### src/rtl/core/bbc_pkg.sv
// Shared types and constants of the bracket balance checker.
package bbc_pkg;

  localparam logic [7:0] CH_ROUND_OPEN   = 8'h28;  // (
  localparam logic [7:0] CH_ROUND_CLOSE  = 8'h29;  // )
  localparam logic [7:0] CH_CURLY_OPEN   = 8'h7B;  // {
  localparam logic [7:0] CH_CURLY_CLOSE  = 8'h7D;  // }
  localparam logic [7:0] CH_SQUARE_OPEN  = 8'h5B;  // [
  localparam logic [7:0] CH_SQUARE_CLOSE = 8'h5D;  // ]

  typedef enum logic [1:0] {
    KIND_ROUND  = 2'd0,
    KIND_CURLY  = 2'd1,
    KIND_SQUARE = 2'd2,
    KIND_NONE   = 2'd3
  } kind_t;

  typedef enum logic [1:0] {
    OP_PLAIN = 2'd0,
    OP_OPEN  = 2'd1,
    OP_CLOSE = 2'd2,
    OP_RSVD  = 2'd3
  } op_t;

  typedef enum logic [2:0] {
    CODE_OK       = 3'd0,
    CODE_MISMATCH = 3'd1,
    CODE_EMPTY    = 3'd2,
    CODE_UNCLOSED = 3'd3,
    CODE_OVERFLOW = 3'd4
  } code_t;

  typedef struct packed {
    logic [7:0] char_byte;
    logic       is_last;
  } in_item_t;

  typedef struct packed {
    logic       balanced;
    logic [2:0] verdict_code;
  } result_t;

  // Classified request passed from front to back.
  typedef struct packed {
    op_t   op;
    kind_t kind;
    logic  last;
  } cls_item_t;

endpackage

### src/rtl/core/bbc_back.sv
// Back end: bracket stack with registered top, error latch and verdict.
module bbc_back
  import bbc_pkg::*;
#(
  parameter int STACK_DEPTH = 64
) (
  input  logic      clk,
  input  logic      rst,
  input  logic      in_valid,
  input  cls_item_t cur,
  output logic      in_take,
  input  logic      out_full,
  output logic      out_wr,
  output result_t   out_data
);

  localparam int DW = $clog2(STACK_DEPTH + 1);
  localparam int AW = (STACK_DEPTH > 1) ? $clog2(STACK_DEPTH) : 1;

  // top_kind holds entry depth-1; mem holds entries below it.
  logic [1:0]    mem [STACK_DEPTH];
  kind_t         top_kind;
  kind_t         below_kind;   // entry depth-2, read ahead
  logic [DW-1:0] depth;
  code_t         err;

  logic [DW-1:0] depth_next;
  code_t         err_next;
  kind_t         top_next;
  logic          do_push;
  logic          do_pop;
  logic          mem_wr;
  logic [DW-1:0] rd_idx;
  code_t         verdict;
  logic          step;

  assign step    = in_valid && !out_full;
  assign in_take = step;

  always_comb begin
    do_push  = 1'b0;
    do_pop   = 1'b0;
    err_next = err;
    if (err == CODE_OK) begin
      case (cur.op)
        OP_OPEN: begin
          if (depth >= DW'(STACK_DEPTH)) err_next = CODE_OVERFLOW;
          else                           do_push  = 1'b1;
        end
        OP_CLOSE: begin
          if (depth == '0)             err_next = CODE_EMPTY;
          else if (top_kind != cur.kind) err_next = CODE_MISMATCH;
          else                         do_pop   = 1'b1;
        end
        default: ;
      endcase
    end
  end

  always_comb begin
    depth_next = depth;
    top_next   = top_kind;
    if (do_push) begin
      depth_next = depth + 1'b1;
      top_next   = cur.kind;
    end else if (do_pop) begin
      depth_next = depth - 1'b1;
      top_next   = below_kind;
    end
  end

  assign mem_wr = step && do_push && (depth != '0);
  assign rd_idx = depth_next - DW'(2);

  always_comb begin
    if (err_next != CODE_OK) verdict = err_next;
    else if (depth_next != '0) verdict = CODE_UNCLOSED;
    else verdict = CODE_OK;
  end

  assign out_wr                = step && cur.last;
  assign out_data.balanced     = (verdict == CODE_OK);
  assign out_data.verdict_code = verdict;

  always_ff @(posedge clk) begin
    if (rst) begin
      depth <= '0;
      err   <= CODE_OK;
    end else if (step) begin
      if (cur.last) begin
        depth <= '0;
        err   <= CODE_OK;
      end else begin
        depth <= depth_next;
        err   <= err_next;
      end
    end
  end

  // Read-ahead of the entry under the new top; forward a same-cycle write.
  always_ff @(posedge clk) begin
    if (step) begin
      top_kind <= top_next;
      if (mem_wr) begin
        mem[AW'(depth - 1'b1)] <= top_kind;
      end
      if (mem_wr && (rd_idx[AW-1:0] == AW'(depth - 1'b1))) begin
        below_kind <= top_kind;
      end else begin
        below_kind <= kind_t'(mem[rd_idx[AW-1:0]]);
      end
    end
  end

  a_clear_after_last: assert property (@(posedge clk) disable iff (rst)
    step && cur.last |=> depth == '0 && err == CODE_OK)
    else $error("string state not cleared after last byte");

  a_hold_on_error: assert property (@(posedge clk) disable iff (rst)
    step && err != CODE_OK && !cur.last |=> $stable(depth) && $stable(err))
    else $error("state changed after error latched");

  a_push_grows: assert property (@(posedge clk) disable iff (rst)
    step && do_push && !cur.last |=> depth == $past(depth) + 1'b1 && top_kind == $past(cur.kind))
    else $error("push did not update stack top");

  a_verdict_on_last: assert property (@(posedge clk) disable iff (rst)
    out_wr |-> in_valid && cur.last && !out_full)
    else $error("verdict without last byte");

  a_depth_bound: assert property (@(posedge clk) disable iff (rst)
    step |=> depth <= DW'(STACK_DEPTH))
    else $error("stack depth out of range");

endmodule

### config.mk
export PLATFORM = sky130hd
export DESIGN_NAME = bbc_back
export DESIGN_NICKNAME = d
export VERILOG_FILES = /design/src/rtl/core/bbc_pkg.sv /design/src/rtl/core/bbc_back.sv
export SDC_FILE = /design/constraint.sdc
export NUM_CORES = 1
export LEC_CHECK = 0
export BUFFER_PORTS_ARGS = -buffer_cell sky130_fd_sc_hd__buf_2
export CAP_MARGIN = 20
export CORE_MARGIN = 1
export CORE_UTILIZATION = 62
export DETAILED_ROUTE_END_ITERATION = 8
export GPL_TIMING_DRIVEN = 0
export PLACE_DENSITY = 0.87
export REMOVE_ABC_BUFFERS = 1
export SLEW_MARGIN = 25
export SYNTH_ARGS = -nofsm -noshare
export SYNTH_HDL_FRONTEND = slang
export SYNTH_SLANG_ARGS = --single-unit
export TNS_END_PERCENT = 100
### constraint.sdc
create_clock -name clk -period 5.3 [get_ports clk]
set_input_delay 0.53 -clock clk [delete_from_list [all_inputs] [get_ports clk]]
set_output_delay 0.53 -clock clk [all_outputs]
set_load 0.05 [all_outputs]
==> metrics, run 1 <==
status=finished clean; Final Instance Area=~0.0076 mm^2; Crit Reg-Reg Startpoint=depth[0]; htree depth=4; mean area per synthesized cell=13.16 um^2; clk_skew=between 0.01 and 0.015 ns; DRT Pass-1 Iters=5; drt wl/cell=roughly 22 um; share of the synthesized area in the top cell type=0.5872; Starting Density=0.6452; Comb pwr share=0.073; R2R setup slack=about 0.24 ns; Req. time, crit path=between 5 and 6 ns; CTS Buf Count=17; overall power=0.002475 W; largest family of logic cells by synthesized area=simple AND/OR/NAND/NOR gates; Pleak=approximately 2.6 nW; worst setup path end=below_kind[1]; minimum clock period after layout=between 5 and 6 ns; sw frac=0.2283; Metal-1 WL=5542 um; WHS=between 0.2 and 0.3 ns; worst skew pair latency=0.53 ns; Most used DFF post-synth=edfxtp_1; Startpoint Class=flip-flop; Placer Congestion=~0.9; DIE HEIGHT=106.3 um; Critical Path Fanout Max=7; Yosys reg bits=~140; CTS max path bufs=2; first-pass GRT wire length=23470 um; Hold WC Path Type=input port to flip-flop; Remaining Overflow, GRT=0; R2R depth=15; area grow syn2layout=13.03%; Die X=around 110 um; initial antenna violation count=0; sequential-to-total area share from yosys stat=0.6169; Via density=around 6.4; Setup Crit Path Kind=flip-flop to flip-flop; count leader, synth=edfxtp_1; synth top area cells=edfxtp_1 (59%), mux2i_1 (6.5%), nor2_1 (5.2%); DRC errors left=0; Final ANT Viol Nets=0; Tightest Pin Transition=approximately 0.93 ns; Worst setup EP type=flip-flop; Cells after Synth=between 500 and 600; Switch Pwr=0.0005651 W; worst IR drop on VDD=around 0.28 mV; highest clock rate=about 200 MHz; antenna cells=0; ratio of cells with drive above 1 in the final layout=0.1873; final setup violation count=0; Worst Slack Setup Final=0.2373 ns; Tot GR Track Use=0.2852; Arr. time, crit path=around 5.3 ns; DRT Wirelength=15080 um; ys async rst share=0; Sequential Power Share=0.493; adder-cell share of the synthesized area=0.009268; clock share of power=0.434; core area=0.01046 mm^2; fraction of the mapped netlist area in compound gates=0.07655; routed wl met2=around 7700 um; Slew HR=0.3763; CTS Hold Bufs=0; post-synthesis mux area share=0.1186; CTS tree=done; pre-CTS setup slack=-0.8309 ns; RSZ-0062 raised after global routing=false; EDFF count, synth=about 130; Top Ports=15; Post-Synth Simple-Gate Area=0.1209; Rows=37; Internal=around 0.0019 W; highest routed layer=met4; Final nets=551; Final Hold Fails=0; pin count of the biggest net entering global routing=27; initial DRC count=533; clock-pin slew on the worst setup and hold paths=around 0.060 ns; vias in the first global route=around 4500; Port Buffers=14; Synth Warn #=0; FILL cells=approximately 700; Final Max Slew Viols=0; clock root cell=clkbuf_8; RR Endpoint=below_kind[1]; xor/xnor share of the synthesized area=0.03540; die area=between 0.01 and 0.015 mm^2; clk sinks=approximately 140; top cells by count, synth=edfxtp_1 (132), nor2_1 (93), mux2i_1 (44), nand2_1 (32), mux2_2 (20); area leader, netlist=edfxtp_1; cell area after synthesis=between 0.006 and 0.007 mm^2; Detailed Place HPWL=9676 um; unique cell type count in the Yosys netlist=65; max cap viols=0; post-layout util=0.7293; PwrDens=324.4 mW/mm^2; critical path launch point=depth[0]; Final Cycle Share=0.9552; Vias=between 4000 and 5000; met3 WL=roughly 1400 um; post-placement cell area=0.007057 mm^2
## worst min-delay path by stage
stage / to / start / cells after the start
5_1_grt: depth[3] / rst / 2
6_report: depth[3] / rst / 2
4_1_cts: depth[3] / rst / 2
3_3_place_gp: top_kind[1] / below_kind[1] / 2
3_5_place_dp: top_kind[1] / below_kind[1] / 2
2_1_floorplan: top_kind[0] / below_kind[0] / 2
## registers in the layout, summed over array words and instances (netlist names)
| name | count |
|---|---|
| below_kind | 2 |
| depth | 7 |
| err | 3 |
| mem | 128 |
| top_kind | 2 |
## power by group through the flow
stage          combinational [W]  clock [W]  sequential, W
2_1_floorplan           0.000122          0        0.00124
3_3_place_gp            0.000155          0        0.00125
3_5_place_dp            0.000175          0        0.00124
4_1_cts                 0.000178    0.00108        0.00122
5_1_grt                 0.000191    0.00113        0.00122
6_report                0.000180    0.00108        0.00122
## per-layer routing
layer | up-vias | GRT usage
met1 | 2164 | 0.3563
li1 | 1982 | -
met5 | - | 0
met2 | 233 | 0.4745
met3 | 44 | 0.06806
met4 | 0 | 0.1250
## kinds of logic (layout without fill, tap and decap cells)
family,after synthesis,after routing
AO/OA/AOI/OAI,67,67
multiplexers,70,70
buffers and inverters,31,68
AND/OR/NAND/NOR,176,176
XOR/XNOR,22,22
adder cells (fa/ha/maj),5,5
flip-flops,142,142
## repair_timing
item | in CTS | in global routing
gates resized for setup | 3 | 0
endpoints found under the hold margin | 0 | 0
pin swaps | 0 | 1
endpoints found under the setup margin | 2 | 2
setup buffers | 1 | 2
## area by class of cell
cell class / count / area [um^2] / area share
flip-flops and latches: 142 / 4164 / 0.5458
multi-input cells: 340 / 2452 / 0.3214
clock buffers: 18 / 417.9 / 0.05477
repair buffers: 26 / 265.3 / 0.03477
well taps: 136 / 170.2 / 0.02230
clock inverters: 14 / 118.9 / 0.01558
inverters: 10 / 41.29 / 0.005412
## cells in the final DEF, fill, tap and decap left out, drive strengths merged, types with 2 or more instances in the layout
cell      netlist  final
a211oi          3      3
clkinvlp        0      5
nand3          10     10
o22ai          10     10
and2            5      5
nand2          33     33
clkinv          0      7
ha              5      5
xor2            8      8
o211ai          4      4
a31oi           3      3
mux2           20     20
nand2b          5      5
dfxtp          10     10
o31ai           2      2
clkbuf          9     18
mux4            6      6
nor2           93     93
and3            2      2
inv            10     11
mux2i          44     44
nor3b           3      3
o21ai           6      6
buf            12     26
and4            2      2
xnor2          12     12
a41oi           2      2
a22oi          14     14
a21oi           7      7
xnor3           2      2
a211o           5      5
nor3           10     10
edfxtp        132    132
nand3b          3      3
or2             2      2
## per-stage QoR
stage	cells	TNS [ns]
after floorplan	492	0
after global placement	642	-2.654
after detailed placement	651	-1.597
after CTS	684	0
after global routing	686	0
final	686	0
## worst max-delay path: stages (launching register included)
cell and delay, ns:
dfxtp_1 0.44, inv_1 0.22, ha_1 0.29, nor3b_2 0.48
nand2_2 0.23, and4_1 0.31, nor3_4 0.26, clkinvlp_4 0.19
ha_1 0.33, xnor2_1 0.40, xor2_2 0.41, nand2_1 0.27
o22ai_1 0.26, a211oi_1 0.13, a211oi_1 0.43, o31ai_1 0.13
No activity file was read; power rests on OpenSTA's default activity.
==> run 2, diff against run 1 <==
==> constraint.sdc (replaced) <==
create_clock -name clk -period 5.3 [get_ports clk]
set_input_delay 1.06 -clock clk [delete_from_list [all_inputs] [get_ports clk]]
set_output_delay 1.06 -clock clk [all_outputs]
set_load 0.05 [all_outputs]
==> run 2 against run 1 <==
- non-clock buffer count fell by 1
- worst hold slack improved by 0.24 ns
- sequential cell count did not move
- clock skew is 0.0030 ns lower
- critical path depth shrank 4
- routed wire length rose by 0.33%
- largest cell class unchanged
==> metrics, run 2 (synthesis gave the netlist of run 1 again) <==
FILL cells=around 700; Startpoint Class=flip-flop; pin count of the biggest net entering global routing=27; minimum clock period after layout=5.059 ns; Die X=roughly 110 um; Top Ports=15; pre-CTS setup slack=-1.361 ns; htree depth=4; DIE HEIGHT=about 110 um; Final ANT Viol Nets=0; clock root cell=clkbuf_8; CP max stage cell=a31oi_2; clock-pin slew on the worst setup and hold paths=0.06 ns; max cap viols=0; Tightest Pin Transition=~0.93 ns; commonest cells after routing, fill and taps aside=edfxtp_1 (132), nor2_1 (92), mux2i_1 (44), nand2_1 (32), mux2_2 (20); Hold WC Path Type=flip-flop to flip-flop; Final Instance Area=0.007641 mm^2; initial antenna violation count=0; Worst path top cell family by delay=simple AND/OR/NAND/NOR gates; RSZ-0062 raised after global routing=false; Final Hold Fails=0; DRT Pass-1 Iters=7; vias in the first global route=4509; setup TNS=0 ns; Detailed Place HPWL=between 9000 and 10000 um; max FFs per register=approximately 130; clk sinks=142; final setup violation count=0; Final Cycle Share=0.9545; Most flops, register=mem; Critical path buffers and inverters=2; Port Buffers=14; overall power=about 0.0025 W; die area=around 0.011 mm^2; CTS Hold Bufs=0; DRC errors left=0; placed insts=about 650; Pleak=2.588 nW; worst IR drop on VDD=about 0.28 mV; initial DRC count=just over 500; largest registers=mem: 128 flops, depth: 7 flops, err: 3 flops; highest clock rate=roughly 200 MHz; Final nets=550; Worst Slack Setup Final=between 0.2 and 0.25 ns; status=finished clean; Starting Density=0.6452; worst skew pair latency=about 0.53 ns; crit-path max cell delay=~0.60 ns; PwrDens=about 320 mW/mm^2; Final Max Slew Viols=0; CTS max path bufs=2; core area=0.01046 mm^2; DRT Wirelength=roughly 15000 um; post-route insts no fill=between 600 and 700; Req. time, crit path=roughly 4.2 ns; Setup Crit Path Kind=flip-flop to primary output; Placer Congestion=0.8980; Slew HR=0.3810; post-placement cell area=approximately 0.007 mm^2; most common cell after layout, fill and taps aside=edfxtp_1; Tot GR Track Use=0.2892; Arr. time, crit path=roughly 4.0 ns; CTS Buf Count=17; antenna cells=0; CTS tree=done; Remaining Overflow, GRT=0; CP Cell Sequence=inv_1, ha_1, nor3b_2, nand2_2, a31oi_2, xor2_1, nor3b_2, nand2_1, nand2b_1, nand2_1, buf_2; Vias=around 4500; first-pass GRT wire length=between 20000 and 25000 um; Rows=37; Via density=roughly 6.6; ratio of cells with drive above 1 in the final layout=0.1876; Critical Path Fanout Max=7; drt wl/cell=22.09 um; Worst setup EP type=primary output; clk_skew=0.01013 ns; area grow syn2layout=13.20%
## run 2: changes by cell type in the layout (fill, tap and decap cells not counted), sizes merged
cell and change:
buf -1
## run 2: tightest hold or removal path, stage by stage, from the launching register on
cell and delay [ns]:
edfxtp_1 0.32, nand2_1 0.04, nand2_1 0.06
## run 2: final cells by class
cell class / count / area (um^2) / area share
clock buffers: 18 / 417.9 / 0.05469
clock inverters: 14 / 118.9 / 0.01556
inverters: 10 / 41.29 / 0.005404
multi-input cells: 340 / 2471 / 0.3234
flip-flops and latches: 142 / 4164 / 0.5449
well taps: 136 / 170.2 / 0.02227
repair buffers: 25 / 257.7 / 0.03373
## run 2: per-layer routing
layer	GRT usage	up-vias	wire length [um]
met5	0	-	0
met4	0.1409	0	546
met3	0.06193	52	1625
met2	0.4828	276	7568
met1	0.3588	2176	5392
li1	-	1983	-
## run 2: worst paths after layout
| check | startpoint | endpoint | slack, ns | depth (start not counted) |
|---|---|---|---|---|
| max reg2reg | depth[0] | below_kind[1] | 0.30 | 15 |
| min | below_kind[1] | top_kind[1] | 0.52 | 2 |
| max | depth[0] | out_data[0] | 0.24 | 11 |
| min reg2reg | below_kind[1] | top_kind[1] | 0.52 | 2 |
## run 2: metrics by stage
step | hold slack [ns] | util
detailed placement | 0.5086 | 0.6745
floorplan | 0.4905 | -
CTS | 0.5226 | 0.7296
global route | 0.5460 | 0.7303
finish | 0.5211 | 0.7303
global placement | 0.5111 | 0.6573
## run 2: repair_timing
item / CTS / global route
buffers inserted: 2 / 0
setup endpoints to repair: 2 / 1
gates resized for setup: 4 / 1
cloned: 0 / 0
endpoints found under the hold margin: 0 / 0
pin swaps: 1 / 0
## run 2: report_power, final
group          total (W)  switching (W)  leakage [nW]  internal (W)
Clock            0.00108       0.000456         0.255      0.000620
Sequential       0.00122     0.00000345          1.27       0.00122
Combinational   0.000180       0.000106          1.07     0.0000739
==> run 3, diff against run 2 <==
- ABC_AREA: unset -> 1
- CORE_UTILIZATION: 62 -> 63
- CTS_CLUSTER_SIZE: unset -> 40
- PLACE_DENSITY: 0.87 -> 0.88
==> run 3 against run 2 <==
- the flow now finishes with violations (design-rule violations)
- global-route usage up 3.8 points
- sequential cell count stayed put
- combinational power increased by 22%
- first-iteration DRC count rose by 91%
- critical endpoint is now out_data[1]
- non-clock buffer count down 4
- final cell count rose by 41%
==> metrics, run 3 <==
status=finished, violations left; failing checks=design-rule violations; PwrDens=338.1 mW/mm^2; worst skew pair latency=about 0.43 ns; CTS Buf Count=17; mean area per synthesized cell=roughly 8.9 um^2; count leader, synth=nand2_1; area grow syn2layout=11.82%; RSZ-0062 raised after global routing=false; setup TNS=0 ns; Rows=38; post-route insts no fill=968; Pleak=approximately 3.3 nW; Cells after Synth=about 800; sequential-to-total area share from yosys stat=0.5800; Slew HR=0.4565; drt wl/cell=approximately 19 um; area of the multi-input gates=0.002460 mm^2; Final Max Slew Viols=0; Reg area=0.004164 mm^2; Synth Warn #=0; EDFF count, synth=~130; most common cell after layout, fill and taps aside=nand2_1; final setup violation count=0; Critical Path Fanout Max=36; Vias=5966; Final Cycle Share=0.9323; placed insts=936; cell area after synthesis=just over 0.007 mm^2; initial antenna violation count=0; grt met2 use=0.5149; core area=0.01098 mm^2; Yosys reg bits=approximately 140; met3 GRT Util=0.09145; Setup Crit Path Kind=input port to primary output; unique cell type count in the Yosys netlist=38; largest registers=mem: 128 flops, depth: 7 flops, err: 3 flops; clock root cell=clkbuf_16; Comb pwr share=0.081; Setup Buffers After CTS=0; busiest grt layer=met2; Tot GR Track Use=0.3277; clk_skew=~0.012 ns; synth top area cells=edfxtp_1 (55%), nand2_1 (12%), nand3_1 (9.5%); Startpoint Class=input port; clock-pin slew on the worst setup and hold paths=roughly 0.060 ns; Sequential Power Share=0.449; sw frac=0.2260; share of the synthesized area in the top cell type=0.5521; Final Hold Fails=0; Most flops, register=mem; Final nets=829; fraction of the mapped netlist area in compound gates=0.01743; htree depth=4; Post-Synth Simple-Gate Area=0.2973; Hold WC Path Type=flip-flop to flip-flop; max cap viols=0; DIE HEIGHT=~110 um; Req. time, crit path=roughly 4.2 ns; Die X=between 100 and 150 um; overall power=between 0.002 and 0.003 W; Worst setup EP type=primary output; Top Ports=15; max FFs per register=~130; ratio of cells with drive above 1 in the final layout=0.1051; DRT Pass-1 Iters=9; Via density=roughly 6; Final ANT Viol Nets=0; initial DRC count=970; DRT Wirelength=approximately 19000 um; Port Buffers=14; largest family of logic cells by synthesized area=simple AND/OR/NAND/NOR gates; Placer Congestion=roughly 0.9; Tightest Pin Transition=0.8124 ns; area leader, netlist=edfxtp_1; Remaining Overflow, GRT=0; CTS tree=done; highest clock rate=around 200 MHz; Detailed Place HPWL=between 10000 and 15000 um; CTS max path bufs=2; Arr. time, crit path=3.88 ns; Most used DFF post-synth=edfxtp_1; DRC errors left=2; Switch Pwr=around 0.00061 W; clock share of power=0.470; worst IR drop on VDD=~0.20 mV; die area=0.01183 mm^2; antenna cells=0; commonest cells after routing, fill and taps aside=nand2_1 (237), nand3_1 (136), edfxtp_1 (132), inv_1 (100), nor2_1 (87); Internal=0.002100 W; pin count of the biggest net entering global routing=55; adder-cell share of the synthesized area=0.008714; post-synthesis mux area share=0; FILL cells=between 600 and 700; minimum clock period after layout=roughly 5 ns; vias in the first global route=approximately 5700; first-pass GRT wire length=about 28000 um; ys async rst share=0; met1 usage=0.3920; clk sinks=between 100 and 150; Starting Density=0.6537; xor/xnor share of the synthesized area=0.01778; WHS=between 0.4 and 0.5 ns; top cells by count, synth=nand2_1 (238), nand3_1 (136), edfxtp_1 (132), inv_1 (100), nor2_1 (87)
## run 3: repair_timing
action,CTS,global route
endpoints found under the hold margin,0,0
setup endpoints to repair,2,5
cloned,0,0
hold buffers,0,0
resized for setup,1,3
## run 3: critical path, cell delays in order
cell	delay (ns)
buf_2	0.11
inv_1	0.05
ha_1	0.13
inv_1	0.04
nor2_2	0.20
nand3_4	0.17
nand2_1	0.09
nand2_1	0.05
nand2_1	0.06
nand2_2	0.47
inv_4	0.57
nand3_1	0.17
nand3b_1	0.24
nand4_1	0.12
nand2_1	0.06
buf_2	0.22
## run 3: logic make-up (layout without fill, tap and decap cells)
group	Yosys count	after routing
AO/OA/AOI/OAI	21	21
XOR/XNOR	9	9
adder cells (fa/ha/maj)	5	5
buffers and inverters	135	160
flip-flops	142	142
AND/OR/NAND/NOR	491	491
## run 3: path summary, 6_finish.rpt
path | startpoint | slack, ns | cells past startpoint | end
setup / recovery | cur[3] | 0.36 | 16 | out_data[1]
hold / removal | err[0] | 0.49 | 2 | err[0]
setup reg to reg | depth[0] | 0.62 | 19 | below_kind[0]
hold reg to reg | err[0] | 0.49 | 2 | err[0]
## run 3: area by class of cell
class / instances / share of cell area
inverters: 107 / 0.05050
flip-flops and latches: 142 / 0.5187
clock buffers: 22 / 0.05907
well taps: 140 / 0.02182
repair buffers: 21 / 0.02338
multi-input cells: 526 / 0.3064
clock inverters: 10 / 0.02011
## run 3: stage by stage
step	cell area (um^2)	setup WS, ns	util
final	8028	0.3586	0.7309
after global routing	8028	0.1649	0.7309
after CTS	8018	0.2210	0.7300
after detailed placement	7381	-0.4901	0.6720
after global placement	7261	-0.8073	0.6611
after floorplan	7015	0.7679	-
## run 3: metal layers
metal  vias up  share of wire
met5         -              0
met4         0          0.063
met3       133           0.13
met2       515           0.47
met1      2678           0.34
li1       2640              -
## run 3: power groups by stage
stage	Combinational [W]	Clock, W	Sequential [W]
4_1_cts	0.000212	0.00126	0.00122
2_1_floorplan	0.000141	0	0.00125
3_3_place_gp	0.000187	0	0.00125
6_report	0.000220	0.00127	0.00122
3_5_place_dp	0.000208	0	0.00124
5_1_grt	0.000237	0.00131	0.00122
